===== src/hdl/aprtt_pkg.sv =====
// Shared types and constants for the audio port rate and transfer time core.
// Used by aprtt_front, aprtt_div, the top level and the testbench; depends on nothing.
package aprtt_pkg;

    // Register indexes of the configuration port.
    localparam logic [2:0] CFG_SRC0 = 3'd0;
    localparam logic [2:0] CFG_SRC1 = 3'd1;
    localparam logic [2:0] CFG_SRC2 = 3'd2;
    localparam logic [2:0] CFG_SRC3 = 3'd3;
    localparam logic [2:0] CFG_CPU  = 3'd4;

    localparam logic [9:0]  CPU_MHZ_RESET      = 10'd160;
    localparam logic [31:0] FALLBACK_RATE      = 32'd48000;
    localparam logic [19:0] HZ_PER_MHZ         = 20'd1000000;
    localparam logic [11:0] MAX_TRANSFER_BYTES = 12'd4095;

    // Shared divider geometry: numerator and divisor widths.
    localparam int DIV_NUM_W = 50;
    localparam int DIV_DEN_W = 41;

    typedef struct packed {
        logic [3:0][31:0] src_hz;
        logic [9:0]       cpu_mhz;
    } t_cfg;

    // Per-transaction data that rides alongside the dividers.
    typedef struct packed {
        logic [31:0] rate;
        logic [5:0]  bits;
        logic [4:0]  chans;
        logic [41:0] lencpu;
        logic        zero;
    } t_side;

endpackage


===== src/hdl/aprtt_front.sv =====
// Front end: fraction decode, channel count and the divisor products, three stages.
// Depends on aprtt_pkg.
module aprtt_front (
    input  logic                          i_clk,
    input  logic                          i_rst_n,
    input  logic                          i_en,
    input  logic                          i_valid,
    input  aprtt_pkg::t_cfg               i_cfg,
    input  logic [1:0]                    i_clock_select,
    input  logic [7:0]                    i_integer_divider,
    input  logic [27:0]                   i_fraction_word,
    input  logic [5:0]                    i_bit_clock_divider_field,
    input  logic [4:0]                    i_channel_width_field,
    input  logic [4:0]                    i_sample_width_field,
    input  logic [3:0]                    i_slot_count_field,
    input  logic [15:0]                   i_slot_enable_mask,
    input  logic                          i_mono_mode,
    input  logic [11:0]                   i_transfer_length,
    output logic                          o_valid,
    output logic [aprtt_pkg::DIV_NUM_W-1:0] o_num,
    output logic [aprtt_pkg::DIV_DEN_W-1:0] o_den,
    output aprtt_pkg::t_side              o_side
);
    import aprtt_pkg::*;

    // Stage 1 registers.
    logic        r_v1;
    logic [17:0] r_den1, r_num1;
    logic [7:0]  r_int1;
    logic [31:0] r_src1;
    logic [11:0] r_bckch1;
    logic [4:0]  r_slots1, r_chans1;
    logic [5:0]  r_bits1;
    logic [11:0] r_len1;
    logic [29:0] r_cpuhz1;

    logic [8:0]  n_z, n_y, n_x;
    logic [18:0] n_den19;
    logic [17:0] n_den, n_num;
    logic [4:0]  n_slots, n_cnt, n_chans;
    logic [16:0] n_mask17;
    logic [15:0] n_used;

    // Decode the fraction and count enabled slots.
    always_comb begin
        n_z = i_fraction_word[8:0];
        n_y = i_fraction_word[17:9];
        n_x = i_fraction_word[26:18];
        n_den19 = 19'({1'b0, n_x} + 10'd1) * 19'(n_z) + 19'(n_y);
        n_den = (n_z == 9'd0) ? 18'd1 : n_den19[17:0];
        if (n_z == 9'd0) begin
            n_num = 18'd0;
        end else if (i_fraction_word[27]) begin
            n_num = n_den - 18'(n_z);
        end else begin
            n_num = 18'(n_z);
        end
        n_slots = 5'(i_slot_count_field) + 5'd1;
        n_mask17 = (17'd1 << n_slots) - 17'd1;
        n_used = i_slot_enable_mask & n_mask17[15:0];
        n_cnt = 5'd0;
        for (int k = 0; k < 16; k++) begin
            n_cnt = n_cnt + 5'(n_used[k]);
        end
        if (i_mono_mode) begin
            n_chans = 5'd1;
        end else if (n_cnt != 5'd0) begin
            n_chans = n_cnt;
        end else begin
            n_chans = n_slots;
        end
    end

    always_ff @(posedge i_clk) begin
        if (!i_rst_n) begin
            r_v1 <= 1'b0;
        end else if (i_en) begin
            r_v1 <= i_valid;
        end
    end

    always_ff @(posedge i_clk) begin
        if (i_en) begin
            r_den1   <= n_den;
            r_num1   <= n_num;
            r_int1   <= i_integer_divider;
            r_src1   <= i_cfg.src_hz[i_clock_select];
            r_bckch1 <= 12'(7'(i_bit_clock_divider_field) + 7'd1)
                        * 12'(6'(i_channel_width_field) + 6'd1);
            r_slots1 <= n_slots;
            r_chans1 <= n_chans;
            r_bits1  <= 6'(i_sample_width_field) + 6'd1;
            r_len1   <= (i_transfer_length > MAX_TRANSFER_BYTES) ? MAX_TRANSFER_BYTES
                                                                  : i_transfer_length;
            r_cpuhz1 <= 30'(i_cfg.cpu_mhz) * 30'(HZ_PER_MHZ);
        end
    end

    // Stage 2: divider word, scaled source, frame factor and length times clock.
    logic        r_v2;
    logic [25:0] r_clkdiv2;
    logic [49:0] r_srcden2;
    logic [15:0] r_fmt2;
    logic [41:0] r_lencpu2;
    logic        r_srczero2;
    logic [5:0]  r_bits2;
    logic [4:0]  r_chans2;

    always_ff @(posedge i_clk) begin
        if (!i_rst_n) begin
            r_v2 <= 1'b0;
        end else if (i_en) begin
            r_v2 <= r_v1;
        end
    end

    always_ff @(posedge i_clk) begin
        if (i_en) begin
            r_clkdiv2  <= 26'(r_int1) * 26'(r_den1) + 26'(r_num1);
            r_srcden2  <= 50'(r_src1) * 50'(r_den1);
            r_fmt2     <= 16'(r_bckch1) * 16'(r_slots1);
            r_lencpu2  <= 42'(r_len1) * 42'(r_cpuhz1);
            r_srczero2 <= (r_src1 == 32'd0);
            r_bits2    <= r_bits1;
            r_chans2   <= r_chans1;
        end
    end

    // Stage 3: full divisor and the zero-rate flag.
    logic                 r_v3;
    logic [DIV_DEN_W-1:0] r_div3;
    logic [49:0]          r_srcden3;
    t_side                r_side3;

    always_ff @(posedge i_clk) begin
        if (!i_rst_n) begin
            r_v3 <= 1'b0;
        end else if (i_en) begin
            r_v3 <= r_v2;
        end
    end

    always_ff @(posedge i_clk) begin
        if (i_en) begin
            r_div3         <= DIV_DEN_W'(r_clkdiv2) * DIV_DEN_W'(r_fmt2);
            r_srcden3      <= r_srcden2;
            r_side3.rate   <= 32'd0;
            r_side3.bits   <= r_bits2;
            r_side3.chans  <= r_chans2;
            r_side3.lencpu <= r_lencpu2;
            r_side3.zero   <= r_srczero2 || (r_clkdiv2 == 26'd0);
        end
    end

    assign o_valid = r_v3;
    assign o_num   = DIV_NUM_W'(r_srcden3);
    assign o_den   = r_div3;
    assign o_side  = r_side3;

endmodule


===== config.mk =====
export PLATFORM = sky130hd
export DESIGN_NAME = aprtt_front
export DESIGN_NICKNAME = d
export VERILOG_FILES = /design/src/hdl/aprtt_pkg.sv /design/src/hdl/aprtt_front.sv
export SDC_FILE = /design/constraint.sdc
export NUM_CORES = 2
export LEC_CHECK = 0
export BUFFER_PORTS_ARGS = -buffer_cell sky130_fd_sc_hd__buf_2
export CAP_MARGIN = 30
export CORE_MARGIN = 2
export CORE_UTILIZATION = 51
export DETAILED_ROUTE_END_ITERATION = 8
export MAX_ROUTING_LAYER = met4
export PLACE_DENSITY_LB_ADDON = 0.25
export SLEW_MARGIN = 5
export SYNTH_ARGS = -nofsm -noshare
export SYNTH_HDL_FRONTEND = slang
export SYNTH_SLANG_ARGS = --single-unit

===== constraint.sdc =====
create_clock -name i_clk -period 6.8 [get_ports i_clk]
set_input_delay 0 -clock i_clk [delete_from_list [all_inputs] [get_ports i_clk]]
set_output_delay 0 -clock i_clk [all_outputs]
set_load 0.01 [all_outputs]

==> flow_summary.ini <==
[global_route]
grt_overflow = 0
grt_pass1_wl_um = 276000
grt_pass1_vias = 53200
antenna_found_initial = 14
grt_max_degree = 137
gr-usage-all-layers_pct = 25.9

[synth]
synth-seq-cells = 422
yosys-top-cells-area = fa_1, edfxtp_1, ha_1
synthMuxAreaShare_pct = 1.24
synth_compound_area_share_pct = 4.82
netlist_area_mm2 = 0.0686
synthFlopType = edfxtp_1
synth_largest_area_cell = fa_1
synth_top_cell_area_share_pct = 37.7
yosysSeqAreaShare_pct = 18.4
yosys_warnings = 0
async_flop_share_pct = 0
synth_top_family_by_area = adder cells
synth_cell_types = 76
synth_edf_count = 419
syn_inst = 7048
avgSynthCellArea_um2 = 9.74
synth_xor_area_share_pct = 2.97
synth-adder-area-share_pct = 47.7
synth-simple-area-share_pct = 14.2

[final_layout]
area_growth_pct = 14.1
design_area_mm2 = 0.0783
stdcell_count = 9502
fillers = 11600
seqCellArea_mm2 = 0.0126
final_nets = 9748
drive_above_1_share_pct = 12.8
multi_input_area_mm2 = 0.0492

[worst_setup_path]
crit_arrival_ns = 7.15
critPathMaxFanout = 10
path_delay_family = adder cells
required_ns = 7.21
path_class = reg -> reg
cpMostUsedCell = fa_1
start_kind = register
worstPathCellList = buf_6, and2_4, fa_1, inv_2, fa_1, inv_2, fa_2, fa_2, fa_1, inv_1, fa_1, inv_2, ha_4, a21o_1, a21o_1, a21o_1, o2bb2ai_2, o41ai_4, a31oi_1, buf_4, a211oi_4, o221ai_2, a21oi_2, xnor2_1
slowest_delay_ns = 0.60
cpMaxStageDelayCell = fa_2
crit_path_end_kind = register
timing.critical_path.buf_inv = 6

[clock_tree]
cts_root_buffer = clkbuf_16
cts_tree = built
cts.sinks = 422
cts-buffers-inserted = 53
clk_latency_ns = 0.68
cts_buffer_depth = 3
ctsHtreeMaxLevel = 2
path_clk_slew_ns = 0.06

[sta]
worst_pin_slew_ns = 0.966
period_minus_slack_ns = 6.74
fin_worst_skew_ns = 0.0277
fmax_mhz = 148
finalCritPeriodShare_pct = 99.1
hold_viol_final = 0
setup_violations = 0
rsz0062_at_grt = yes
slew_headroom_pct = 35.6
drv_slew = 0

[route]
drt-initial-drc-count = 2736
routed_wirelength_um = 167000
vias = 49100
drc_errors = 0
drtPass1Iterations = 6
post_drt_wl_per_cell_um = 17.5
antenna_left = 0
vias_per_cell = 5.17

[die]
core_area_mm2 = 0.133
rows = 134
dieArea_mm2 = 0.138
die_y_um = 371
io_pins = 407
start_util_pct = 51.4
die_w_um = 371

[place]
gp_congestion = 0.939
placed_cells = 9230
io_buffers = 368
place_area_mm2 = 0.0745
place_hpwl_um = 138000

[worst_hold_path]
hp-class = in -> reg

[outcome]
status = finished, final reports clean

[flow_run]
maxCapViolCount = 0
registers in the layout, indices dropped and copies added, names as in the netlist, 24 cells and up:
signal and count:
r_lencpu2 36, o_den 41, o_num 50, r_srcden2 50, r_cpuhz1 24, o_side 48
r_src1 32, r_clkdiv2 26
path summary, 6_finish.rpt:
kind / from / endpoint / slack (ns) / depth (start not counted)
min: i_transfer_length[8] / r_len1[8] / 0.04 / 2
max: r_src1[13] / r_srcden2[49] / 0.06 / 24
max reg2reg: r_src1[13] / r_srcden2[49] / 0.06 / 24
min reg2reg: r_lencpu2[8] / o_side[9] / 0.41 / 0
cell families (layout without fill, tap and decap cells):
| logic type | count (synthesis) | after routing |
|---|---|---|
| AOI/OAI and AO/OA | 498 | 498 |
| xor gates and xnor gates | 233 | 233 |
| adders and majority gates | 1840 | 1840 |
| buffers and inverters | 1909 | 2548 |
| DFF | 422 | 422 |
| muxes | 45 | 45 |
| other | 1 | 48 |
| and+or+nand+nor | 2100 | 2100 |
layer usage:
layer	track usage [%]	part of all wire (%)	routed length (um)
met1	33.6	42	70300
met2	43.5	49	82500
met3	2.86	5.6	9280
met4	6.67	2.8	4670
met5	-	0	0
synth_stat cells, drive strengths merged (4+ instances only):
cell / number
nor3b: 5
clkbuf: 289
or3: 5
a22oi: 4
o21a: 27
a21boi: 10
nor4: 20
nand3: 45
a21o: 81
a41o: 6
a31oi: 15
ha: 547
a21oi: 157
o21bai: 25
or2: 11
and2: 533
xor2: 58
o21ai: 73
xnor2: 175
a2111oi: 6
nor3: 38
mux2i: 11
a211oi: 18
mux4: 32
o211ai: 12
a211o: 8
nor2b: 31
edfxtp: 419
a41oi: 6
nand4: 17
a31o: 6
o31ai: 13
clkinv: 4
o41ai: 4
and3: 22
inv: 1545
buf: 71
nor2: 175
fa: 1293
nand2b: 35
nand2: 1149
o311ai: 5
per-stage QoR:
stage	setup slack [ns]	hold WS [ns]	setup TNS [ns]	utilization [%]
floorplan	0.0842	0.0989	0	-
detailed placement	-0.551	0.178	-2.33	55.8
finish	0.0598	0.0402	0	58.7
global route	-0.124	0.0266	-0.342	58.7
CTS	0.0132	0.00130	0	58.1
global placement	-0.486	0.177	-1.84	55.8
placed cells by master (no fill, tap or decap), drive strengths merged, types with 8 or more instances in the layout:
master,Yosys,final
inv,1545,1554
fa,1293,1293
nand2,1149,1149
buf,71,778
ha,547,547
and2,533,533
edfxtp,419,419
nor2,175,175
xnor2,175,175
a21oi,157,157
dlygate4sd3,0,120
a21o,81,81
o21ai,73,73
clkbuf,289,61
xor2,58,58
nand3,45,45
conb,1,38
nor3,38,38
nand2b,35,35
mux4,32,32
nor2b,31,31
o21a,27,27
o21bai,25,25
clkinv,4,24
and3,22,22
nor4,20,20
a211oi,18,18
nand4,17,17
a31oi,15,15
o31ai,13,13
o211ai,12,12
or2,11,11
mux2i,11,11
diode,0,10
a21boi,10,10
a211o,8,8
clkinvlp,0,8
final cells by class:
class	count	area share (%)
sequential	422	16.1
multi-input combinational	4754	62.9
clock inverter	40	0.489
inverter	1549	7.43
clock buffer	60	1.73
tap	1768	2.82
antenna	10	0.0320
timing repair buffer	899	8.50
worst reg2reg max path: cells and delay by family (launching register included):
| kind | cells | cell delay, ns |
|---|---|---|
| AOI/OAI and AO/OA | 9 | 1.65 |
| xor gates and xnor gates | 1 | 0.09 |
| adders and majority gates | 7 | 3.46 |
| buffers and inverters | 6 | 0.59 |
| DFF | 1 | 0.52 |
| and+or+nand+nor | 1 | 0.17 |
timing repair:
action                                  in CTS  in global routing
gates cloned                                 0                  1
setup buffers                                7                 35
pin swaps                                    4                 32
endpoints found under the setup margin      17                 27
resized for setup                           17                 89
hold buffers                               120                  0
hold endpoints to repair                   181                  0
Power is not shown: default switching activity piles up to over one toggle a cycle in this logic, so the estimate is an artifact.
